[config.mk]
export PLATFORM = sky130hd
export DESIGN_NAME = varint_fixed_field_decoder_top
export DESIGN_NICKNAME = d
export VERILOG_FILES = /design/src/design/vfd_pkg.sv /design/src/design/varint_fixed_field_decoder_top.sv
export SDC_FILE = /design/constraint.sdc
export NUM_CORES = 1
export LEC_CHECK = 0
export BUFFER_PORTS_ARGS = -buffer_cell sky130_fd_sc_hd__buf_4
export CORE_ASPECT_RATIO = 0.75
export CORE_MARGIN = 3
export CORE_UTILIZATION = 25
export CTS_BUF_LIST = sky130_fd_sc_hd__clkbuf_8
export CTS_CLUSTER_DIAMETER = 150
export DETAILED_ROUTE_END_ITERATION = 16
export SLEW_MARGIN = 20
export SYNTH_ARGS = -nofsm -noshare
export SYNTH_HDL_FRONTEND = slang
export SYNTH_SLANG_ARGS = --single-unit
[constraint.sdc]
create_clock -name clk -period 8.3 [get_ports clk]
set_clock_uncertainty 0.15 [all_clocks]
set_input_delay 1.66 -clock clk [delete_from_list [all_inputs] [get_ports clk]]
set_output_delay 1.66 -clock clk [all_outputs]
set_load 0.01 [all_outputs]
[src/design/vfd_pkg.sv]
// Shared types and constants for the varint / fixed-field stream decoder.
// Depends on nothing; every design file refers to it by scoped names.
package vfd_pkg;

  // Value kinds, sampled from cmd on the first byte of a value
  localparam logic [1:0] KIND_VARINT32 = 2'd0;
  localparam logic [1:0] KIND_VARINT64 = 2'd1;
  localparam logic [1:0] KIND_FIXED32  = 2'd2;
  localparam logic [1:0] KIND_FIXED64  = 2'd3;

  // Result status codes
  localparam logic [1:0] STATUS_OK        = 2'd0;
  localparam logic [1:0] STATUS_OVERLONG  = 2'd1;
  localparam logic [1:0] STATUS_LIMIT_END = 2'd2;
  localparam logic [1:0] STATUS_LIMIT_MID = 2'd3;

  // Stream limit register
  localparam logic [30:0] NO_LIMIT    = 31'h7FFF_FFFF;
  localparam logic [30:0] LIMIT_RESET = 31'(64 << 20);

  // Register index of the stream limit
  localparam logic REG_STREAM_LIMIT = 1'b0;

  // Most 7-bit groups any varint may place into the accumulator
  localparam int VARINT_GROUPS = 10;

  typedef struct packed {
    logic [7:0] data_byte;
    logic [1:0] cmd;
  } byte_word_t;

  typedef struct packed {
    logic [63:0] decoded_value;
    logic [1:0]  status;
    logic [3:0]  byte_count;
  } result_word_t;

endpackage

[src/design/varint_fixed_field_decoder_top.sv]
// Top level of the byte-serial varint / fixed-field stream decoder.
// Depends on vfd_pkg for the word types, kind and status codes.
//
// The decoder takes one stream byte per word and returns at most one result
// word per input word: an unsigned base-128 varint (low group first, 32- or
// 64-bit) or a little-endian fixed32 / fixed64, with the kind chosen by cmd
// on the first byte of each value. Throughput is one byte per clock while
// the result channel does not stall: a byte is captured in an input register,
// and once the result register can advance a single pass of logic ORs its
// group into the accumulator, updates the value state and, on the last byte,
// loads the result register, from which the result word is then valid. The
// byte path stalls whenever the input register is full while a result word
// waits under stall, even if the held byte closes no value.
// The stream limit (APB offset 0) refuses bytes once the stream position
// reaches it: at a value boundary the result is a clean end (status 2), mid
// value a truncation (status 3) that drops the partial value. A limit of
// 0x7FFFFFFF disables refusal. A varint whose last permitted byte still has
// its top bit set reports status 1. Write the limit only while the decoder
// is idle.
module varint_fixed_field_decoder_top #(
  parameter int MAX_VARINT_BYTES = 10
) (
  input  logic                  clk,
  input  logic                  rst,
  // byte channel
  input  logic                  byte_valid,
  output logic                  byte_stall,
  input  vfd_pkg::byte_word_t   byte_word,
  // result channel
  output logic                  result_valid,
  input  logic                  result_stall,
  output vfd_pkg::result_word_t result_word,
  // configuration port
  input  logic                  psel,
  input  logic                  penable,
  input  logic                  pwrite,
  input  logic [2:0]            paddr,
  input  logic [31:0]           pwdata,
  output logic [31:0]           prdata,
  output logic                  pready
);

  localparam logic [3:0] MAX_BYTES = 4'(MAX_VARINT_BYTES);

  // Configuration
  logic [30:0] stream_limit;

  // Input register
  logic                q_valid;
  vfd_pkg::byte_word_t q_word;

  // Value state
  logic [63:0] accumulator;
  logic [3:0]  bytes_in_value;
  logic [1:0]  latched_kind;
  logic [30:0] stream_position;

  // Single-pass decode signals
  logic        advance;
  logic        take;
  logic        first;
  logic        refused;
  logic [1:0]  kind;
  logic [63:0] acc_base;
  logic [63:0] group;
  logic [63:0] acc_new;
  logic [3:0]  idx_inc;
  logic        emit;
  logic        done;
  vfd_pkg::result_word_t result_next;
  logic [63:0] accumulator_next;
  logic [3:0]  bytes_in_value_next;
  logic [1:0]  latched_kind_next;
  logic [30:0] stream_position_next;

  // ---------------------------------------------------------------------
  // APB register: writes take effect on the access phase
  // ---------------------------------------------------------------------
  assign pready = 1'b1;
  assign prdata = (paddr[2] == vfd_pkg::REG_STREAM_LIMIT) ? {1'b0, stream_limit} : 32'd0;

  always_ff @(posedge clk) begin
    if (rst) begin
      stream_limit <= vfd_pkg::LIMIT_RESET;
    end else if (psel && penable && pwrite && pready &&
                 paddr[2] == vfd_pkg::REG_STREAM_LIMIT) begin
      stream_limit <= pwdata[30:0];
    end
  end

  // ---------------------------------------------------------------------
  // Handshake: the decode stage advances whenever the result register is
  // free or being drained; the input register refills as it empties.
  // ---------------------------------------------------------------------
  assign advance    = !result_valid || !result_stall;
  assign take       = q_valid && advance;
  assign byte_stall = q_valid && !advance;

  always_ff @(posedge clk) begin
    if (rst) begin
      q_valid <= 1'b0;
    end else if (!byte_stall) begin
      q_valid <= byte_valid;
    end
  end

  // Payload only; hold while stalled
  always_ff @(posedge clk) begin
    if (byte_valid && !byte_stall) begin
      q_word <= byte_word;
    end
  end

  // ---------------------------------------------------------------------
  // Decode pass
  // ---------------------------------------------------------------------
  assign refused  = (stream_limit != vfd_pkg::NO_LIMIT) && (stream_position >= stream_limit);
  assign first    = (bytes_in_value == 4'd0);
  assign kind     = first ? q_word.cmd : latched_kind;
  assign acc_base = first ? 64'd0 : accumulator;
  assign idx_inc  = bytes_in_value + 4'd1;

  // Place this byte's group at its offset: 7-bit groups for varints (bits
  // past 63 drop off), whole bytes for fixed values.
  always_comb begin
    group = 64'd0;
    if (!kind[1]) begin
      for (int i = 0; i < vfd_pkg::VARINT_GROUPS; i++) begin
        if (bytes_in_value == 4'(i)) begin
          group = {57'd0, q_word.data_byte[6:0]} << (7 * i);
        end
      end
    end else begin
      for (int i = 0; i < 8; i++) begin
        if (bytes_in_value == 4'(i)) begin
          group = {56'd0, q_word.data_byte} << (8 * i);
        end
      end
    end
  end

  assign acc_new = acc_base | group;

  always_comb begin
    emit                 = 1'b0;
    done                 = 1'b0;
    result_next          = '0;
    accumulator_next     = accumulator;
    bytes_in_value_next  = bytes_in_value;
    latched_kind_next    = latched_kind;
    stream_position_next = stream_position;
    priority if (refused) begin
      // Byte discarded with the position held: report and fall back to a value boundary
      emit                   = 1'b1;
      done                   = 1'b1;
      result_next.status     = first ? vfd_pkg::STATUS_LIMIT_END : vfd_pkg::STATUS_LIMIT_MID;
      result_next.byte_count = bytes_in_value;
    end else begin
      if (stream_position != vfd_pkg::NO_LIMIT) begin
        stream_position_next = stream_position + 31'd1;
      end
      latched_kind_next = kind;
      accumulator_next  = acc_new;
      if (!kind[1]) begin
        if (!q_word.data_byte[7]) begin
          emit                      = 1'b1;
          done                      = 1'b1;
          result_next.status        = vfd_pkg::STATUS_OK;
          result_next.byte_count    = idx_inc;
          result_next.decoded_value = (kind == vfd_pkg::KIND_VARINT32) ?
                                      {32'd0, acc_new[31:0]} : acc_new;
        end else if (idx_inc >= MAX_BYTES) begin
          emit                   = 1'b1;
          done                   = 1'b1;
          result_next.status     = vfd_pkg::STATUS_OVERLONG;
          result_next.byte_count = MAX_BYTES;
        end
      end else begin
        if (idx_inc >= ((kind == vfd_pkg::KIND_FIXED32) ? 4'd4 : 4'd8)) begin
          emit                      = 1'b1;
          done                      = 1'b1;
          result_next.status        = vfd_pkg::STATUS_OK;
          result_next.byte_count    = idx_inc;
          result_next.decoded_value = acc_new;
        end
      end
      if (!done) begin
        bytes_in_value_next = idx_inc;
      end
    end
    if (done) begin
      accumulator_next    = 64'd0;
      bytes_in_value_next = 4'd0;
    end
  end

  // ---------------------------------------------------------------------
  // Value state: advance on every consumed input word
  // ---------------------------------------------------------------------
  always_ff @(posedge clk) begin
    if (rst) begin
      accumulator     <= 64'd0;
      bytes_in_value  <= 4'd0;
      latched_kind    <= vfd_pkg::KIND_VARINT32;
      stream_position <= 31'd0;
    end else if (take) begin
      accumulator     <= accumulator_next;
      bytes_in_value  <= bytes_in_value_next;
      latched_kind    <= latched_kind_next;
      stream_position <= stream_position_next;
    end
  end

  // ---------------------------------------------------------------------
  // Result register
  // ---------------------------------------------------------------------
  always_ff @(posedge clk) begin
    if (rst) begin
      result_valid <= 1'b0;
    end else if (advance) begin
      result_valid <= take && emit;
    end
  end

  always_ff @(posedge clk) begin
    if (take && emit) begin
      result_word <= result_next;
    end
  end

endmodule

# Word level (Yosys, flattened, before mapping)

Cells that the tools add are included.

Output and inout port bits: 105
Input port bits: 52
Flip-flop bits (word level): 214
Logic and storage cells: 96

Add/sub/neg operators: 2
Mux-type cells: 43
Magnitude comparators: 3
Eq/ne operators: 14
Bitwise gates (word level): 3
Reduce and logical (&&, ||, !) cells: 19

Operators by type and width:

| operator                | number |
|---|---|
| $mux W64                | 16 |
| $mux W70                | 2 |
| $or A64 B64 Y64         | 1 |
| $ne A31 B31 Y1 const B  | 2 |
| $mux W49                | 1 |
| $mux W42                | 1 |
| $mux W35                | 1 |
| $add A31 B1 Y31 const B | 1 |
| $ge A31 B31 Y1          | 1 |
| $mux W31                | 1 |
| $mux W28                | 1 |
| $mux W21                | 1 |
| $eq A4 B3 Y1 const B    | 4 |
| $mux W4                 | 4 |
| $mux W14                | 1 |
| $mux W5                 | 2 |
| $eq A4 B2 Y1 const B    | 2 |
| $eq A4 B4 Y1 const B    | 2 |
| $logic_and A1 B1 Y1     | 8 |
| $mux W1                 | 8 |
| $mux W8                 | 1 |
| $mux W7                 | 1 |
| $mux W6                 | 1 |
| $reduce_and A3 Y1       | 2 |
| 14 further kinds        | 19 |

# Longest topological paths before layout

Gate-level depths: netlist of run 1.

Depth after elaboration: 17
Depth in mapped cells: 17
Depth with buffers taken out: 14

# Least setup slack after synthesis of run 1

OpenSTA, ideal clock, no wires.

Path type: register to register
Start: register bytes_in_value[0]
End: register result_word[0] in the netlist's numbering (enable)
Required time: 7.652 ns
Clock period less this slack: 6.254 ns
Path buffers: 2
Stages on the path, launching flop included: 17
Setup time: 0.498 ns
Arrival time: 5.606 ns
Slack: 2.046 ns
Cells stage by stage: dfxtp_1 -> inv_1 -> ha_1 -> nand2b_4 -> nor2_8 -> mux2_4 -> clkbuf_1 -> and2_1 -> ha_1 -> nand2_1 -> o21ai_0 -> a21oi_1 -> mux2i_1 -> or2_1 -> buf_6 -> nor2_1 -> nor2_1

Longest elaborated chain between the ends: 9
Elaborated cells on any way between the ends: 13
Classes of those cells: add/sub: 1; order compare: 2; eq/ne: 1; mux: 7; reduce/logical: 2

Ends and longest elaborated chain:

| what                     | RTL line                              | RTL |
|---|---|---|
| start: declaration       | varint_fixed_field_decoder_top.sv:54  | `logic [3:0] bytes_in_value;` |
| start signal: assignment | varint_fixed_field_decoder_top.sv:208 | `bytes_in_value <= bytes_in_value_next;` |
| $logic_not A4 Y1         | varint_fixed_field_decoder_top.sv:118 | `assign first = (bytes_in_value == 4'd0);` |
| $mux W2                  | varint_fixed_field_decoder_top.sv:119 | `assign kind = first ? q_word.cmd : latched_kind;` |
| $eq A2 B2 Y1             | varint_fixed_field_decoder_top.sv:179 | `if (idx_inc >= ((kind == vfd_pkg::KIND_FIXED32) ? 4'd4 : 4'd8)) begin` |
| $mux W4                  | varint_fixed_field_decoder_top.sv:179 |  |
| $ge A4 B4 Y1             | varint_fixed_field_decoder_top.sv:179 |  |
| $mux W1                  | varint_fixed_field_decoder_top.sv:179 |  |
| $mux W1 *                | varint_fixed_field_decoder_top.sv:164 | `if (!kind[1]) begin` |
| $mux W1 *                | varint_fixed_field_decoder_top.sv:152 | `priority if (refused) begin` |
| $logic_and A1 B1 Y1 *    | varint_fixed_field_decoder_top.sv:226 | `if (take && emit) begin` |
| end signal: assignment   | varint_fixed_field_decoder_top.sv:227 | `result_word <= result_next;` |
| end: declaration         | varint_fixed_field_decoder_top.sv:32  | `output vfd_pkg::result_word_t result_word,` |

Mark *: on every way between the ends. The rest lies on a longest branch, timed or not.
A chain may end at the register's enable or synchronous reset.

# Final worst setup path of run 1

Start: register bytes_in_value[0]
End: register result_word[52] in the netlist's numbering (enable)

Same word-level chain as after synthesis.

==> results of run 1 <==
## layout by cell type, fill, tap and decap left out, types with 20 or more instances in the layout
master	count
a21oi_1	77
nand4_1	32
nor2b_1	29
ha_1	38
edfxtp_1	80
nand3_1	21
o21ai_0	73
nor2_1	126
inv_1	55
buf_4	167
nand2_1	170
clkbuf_8	42
dfxtp_1	134
a22oi_1	20
## cell families after synthesis
group           count (synthesis)  synth area share
compound gates                265             0.173
xor+xnor                        3           0.00259
fa+ha+maj                      38            0.0468
buf+inv                       125            0.0503
flops                         214             0.501
mux                            20            0.0221
other cells                     2          0.000739
simple gates                  444             0.204
## metal layers
layer,track usage,part of all wire,vias to the layer above
met1,0.199,0.49,4213
met5,0,0,-
met3,0.0292,0.067,53
li1,-,-,4262
met2,0.198,0.43,257
met4,0.0360,0.018,0
## worst min-delay path: cells and delay by family, from the launching register on
kind               cells  cell delay, ps
AOI/OAI and AO/OA      1              50
DFF                    1             330
and+or+nand+nor        1              40
## through the flow
stage	cell area, um2	power [mW]	setup slack (ps)
final	12600	2.42	3260
after global routing	12600	2.53	2820
after CTS	12600	2.46	3200
after detailed placement	11800	1.35	3250
after floorplan	10200	1.27	2050
after global placement	11800	1.35	3340
## path summary, 6_finish.rpt
path / startpoint / end / slack (ps) / cells past startpoint
setup reg to reg: bytes_in_value[0]$_SDFFE_PP0P_ / result_word[52]$_SDFFCE_PP0P_ / 3260 / 15
hold / removal: accumulator[46]$_SDFFE_PP0P_ / accumulator[46]$_SDFFE_PP0P_ / 310 / 2
setup / recovery: bytes_in_value[0]$_SDFFE_PP0P_ / result_word[52]$_SDFFCE_PP0P_ / 3260 / 15
hold reg to reg: accumulator[46]$_SDFFE_PP0P_ / accumulator[46]$_SDFFE_PP0P_ / 310 / 2
## sequential cells by signal, indices dropped and copies added, names as in the netlist
name             cells
stream_position     31
accumulator         64
q_valid              1
result_valid         1
bytes_in_value       4
result_word         70
latched_kind         2
q_word              10
stream_limit        31
## power breakdown
group | switching [mW] | internal [mW]
registers | 0.0215 | 1.11
logic | 0.133 | 0.0670
clock network | 0.463 | 0.627
total | 0.618 | 1.80
## layout make-up
cell class	count	area, um2
Antenna cell	1	2.50
Clock buffer	42	578
Clock inverter	27	256
Fill cell	4078	27200
Inverter	47	176
Multi-Input combinational cell	772	4600
Sequential cell	214	5080
Tap cell	520	651
Timing Repair Buffer	168	1260
==> impl_metrics.toml, run 1 <==
[run_status]
status = "finished, final reports clean"

[placement]
dpl.cell_count = 1720
gp_congestion = 0.872
post-dp-hpwl_mm = 21.1
numPortBuffers = 151

[power_and_ir_drop]
p_leak_nw = 4.75
peakVddDrop_mv = 0.104
powerDensity_nw_per_um2 = 192

[detailed_routing]
drt_pre_antenna_iters = 6
drt-initial-drc-count = 834
drc = 0
drt-total-wl_mm = 30.0
vias = 8785
wl_per_cell_um = 16.7
via_per_inst = 4.91
antenna_left = 0

[logic_synthesis]
synth_area_leaders = "dfxtp_1, edfxtp_1, nand2_1, nor2_1, ha_1"
synth_seq_cells = 214
synth.cell_area_um2 = 10200
yosysMostFrequentCell = "nand2_1"
synth_cells = 1111
syn_avg_cell_area_um2 = 9.14
synthArstFlopShare = 0
synth_nets = 1201
synth_edf_count = 80
synth_largest_area_cell = "dfxtp_1"
yosysWarnings = 0
netlist.area_leader.share = 0.264
ys_top_cells_by_count = "nand2_1, dfxtp_1, nor2_1, edfxtp_1, a21oi_1"
synth_cell_types = 68
yosysSeqAreaShare = 0.501
ys.flop_type = "dfxtp_1"

[run]
maxCapViolCount = 0

[grt]
grt_usage = 0.135
grt_pass1_wl_mm = 46.6
gr-total-overflow = 0
antenna_found_initial = 1
grt_max_degree = 64
grt_pass1_vias = 8412

[clock_network]
cts.repair.resized = 0
htree_num_levels = 2
cts_tree = "yes"
clock-sinks = 214
cts_made_buffers = 38
postCtsHoldBufs = 0
clockBufferDepth = 3
root_buffer = "clkbuf_8"
post_cts.repair.setup_buffers = 0
path_clk_slew_ps = 60
insertion_delay_ps = 540

[setup_path]
crit_top_cell = "ha_1"
endpoint_kind = "register"
crit_buf_inv = 2
cp_max_fo = 37
crit_chain = "inv_1 > ha_1 > nand2b_4 > nor2_8 > mux2_4 > and2_1 > ha_1 > nand2_1 > o21ai_0 > a21oi_1 > mux2i_1 > or2_1 > nor2_1 > nor2_4 > buf_4"
arrival_ps = 5050
start_kind = "register"
critPathRequiredTime_ps = 8310
critical_path.max_stage_delay_ps = 790
cp_top_family = "simple AND/OR/NAND/NOR gates"
slowest_stage = "nor2_4"
crit_type = "reg -> reg"

[sta]
whs_ps = 306
rsz0062_at_grt = "no"
fin_crit_ps = 5040
finalMaxSlewViolations = 0
hold_viol_final = 0
worst_pin_slew_ps = 1100
relSlewSlack = 0.265
clock.fmax_ghz = 0.199
period_share = 0.607
setup_violations = 0
tns_ps = 0

[cells_and_area]
fin_util = 0.317
final_cells = 1791
area_growth_pct = 24.2
drive_gt1_frac = 0.206
nNetsFinal = 1331

[floorplan]
die_x_um = 239
rows = 63
core_um2 = 39800
initial_core_util = 0.255
dieArea_um2 = 43100
die_y_um = 181
pin_count = 157

[worst_hold_path]
holdCritPathClass = "reg -> reg"
Power figures use the tool's default switching activity.
==> run 2: changes to the inputs <==
- clock period: 8.3 -> 5.3 ns (I/O delays scaled with it)
==> impl_metrics.toml, run 2 (synthesis gave the netlist of run 1 again) <==
[floorplan]
dieArea_um2 = 43100
rows = 63
initial_core_util = 0.255
pin_count = 157
die_x_um = 239
die_y_um = 181
core_um2 = 39800

[sta]
worst_pin_slew_ps = 1020
hold_viol_final = 0
clock.fmax_ghz = 0.236
relSlewSlack = 0.319
fin_crit_ps = 4230
rsz0062_at_grt = "no"
setup_violations = 0
period_share = 0.799
finalMaxSlewViolations = 0
tns_ps = 0

[setup_path]
critPathRequiredTime_ps = 5310
arrival_ps = 4240
endpoint_kind = "register"
r2r_cells = 15
start_kind = "register"
crit_type = "reg -> reg"
cp_max_fo = 39

[cells_and_area]
diodes = 0
drive_gt1_frac = 0.204
regMostFlops = "result_word"
final_common_cell = "nand2_1"
reg_top3 = "result_word x70, accumulator x64"
finalInstanceArea_um2 = 12600
largest_reg_flops = 70
area_growth_pct = 24.1
layout_common_cells = "nand2_1, buf_4, dfxtp_1, nor2_1, edfxtp_1"
nNetsFinal = 1333

[grt]
gr-total-overflow = 0
grt_usage = 0.136
grt_pass1_wl_mm = 47.2
grt_pass1_vias = 8612
antenna_found_initial = 0
grt_max_degree = 52

[placement]
numPortBuffers = 151
place_area_um2 = 11800
post-dp-hpwl_mm = 21.0
gp_congestion = 0.869

[clock_network]
clockBufferDepth = 3
cts.repair.resized = 0
htree_num_levels = 2
post_cts.repair.setup_buffers = 0
root_buffer = "clkbuf_8"
cts_made_buffers = 39
insertion_delay_ps = 550
postCtsHoldBufs = 0
clock-sinks = 214
cts_tree = "yes"
path_clk_slew_ps = 60

[detailed_routing]
wl_per_cell_um = 16.7
drt-total-wl_mm = 29.9
top_layer = "met4"
drt-initial-drc-count = 801
via_per_inst = 4.86
wl_met2_mm = 12.9
wl_met3_mm = 2.19
drc = 0
drt-met1-wl_mm = 14.4
drt_pre_antenna_iters = 9
antenna_left = 0
vias = 8707

[run_status]
status = "finished, final reports clean"

[power_and_ir_drop]
switchingPower_uw = 970
switching_share = 0.259
peakVddDrop_mv = 0.115
powerDensity_nw_per_um2 = 298
p_seq_frac = 0.472
power.share.clock = 0.445
p_leak_nw = 4.76
power_frac_comb = 0.084
p_int_mw = 2.78

[worst_hold_path]
holdCritPathClass = "reg -> reg"
min_path_cells = 2

[run]
maxCapViolCount = 0
## run 2: critical path: stages (launching register included)
cell and delay (ps):
dfxtp_1 480, inv_1 110, ha_1 290, nand2b_4 130, nor2_8 60, mux2_4 440, and2_1 200, ha_1 280
nand2_1 50, o21ai_0 160, a21oi_1 100, mux2i_1 320, or2_1 390, nor2_1 130, nor2_4 100, buf_4 450
## run 2: area by class of cell
type / instances / area [um2]
fillers: 4154 / 27200
flip-flops and latches: 214 / 5080
inverters: 47 / 176
well taps: 520 / 651
multi-input cells: 772 / 4600
clock inverters: 25 / 190
clock buffers: 46 / 633
repair buffers: 169 / 1270
## run 2: through the flow
step                power, mW  std cells  setup WS (ps)   util  hold WS [ps]
floorplan                1.98       1111            222      -           274
global placement         2.11       1722           1160  0.296           282
detailed placement       2.12       1722           1120  0.296           294
CTS                      3.81       1793           1060  0.316           309
global route             3.92       1793            736  0.317           320
finish                   3.75       1793           1070  0.317           307
## run 2: path summary, 6_finish.rpt
kind | from | slack, ps | to
min reg2reg | accumulator[8]$_SDFFE_PP0P_ | 310 | accumulator[8]$_SDFFE_PP0P_
max | bytes_in_value[0]$_SDFFE_PP0P_ | 1070 | result_word[48]$_SDFFCE_PP0P_
max reg2reg | bytes_in_value[0]$_SDFFE_PP0P_ | 1070 | result_word[48]$_SDFFCE_PP0P_
min | accumulator[8]$_SDFFE_PP0P_ | 310 | accumulator[8]$_SDFFE_PP0P_
## run 2: metal layers
layer  global-route usage  up-vias
li1                     -     4253
met1                0.195     4173
met2                0.203      248
met3               0.0353       33
met4               0.0341        0
met5                    0        -
## run 2: power by group through the flow
stage,registers (mW),clock network [mW],logic (mW)
3_5_place_dp,1.80,0,0.315
4_1_cts,1.77,1.72,0.316
5_1_grt,1.77,1.80,0.347
3_3_place_gp,1.80,0,0.311
2_1_floorplan,1.79,0,0.191
6_report,1.77,1.67,0.314
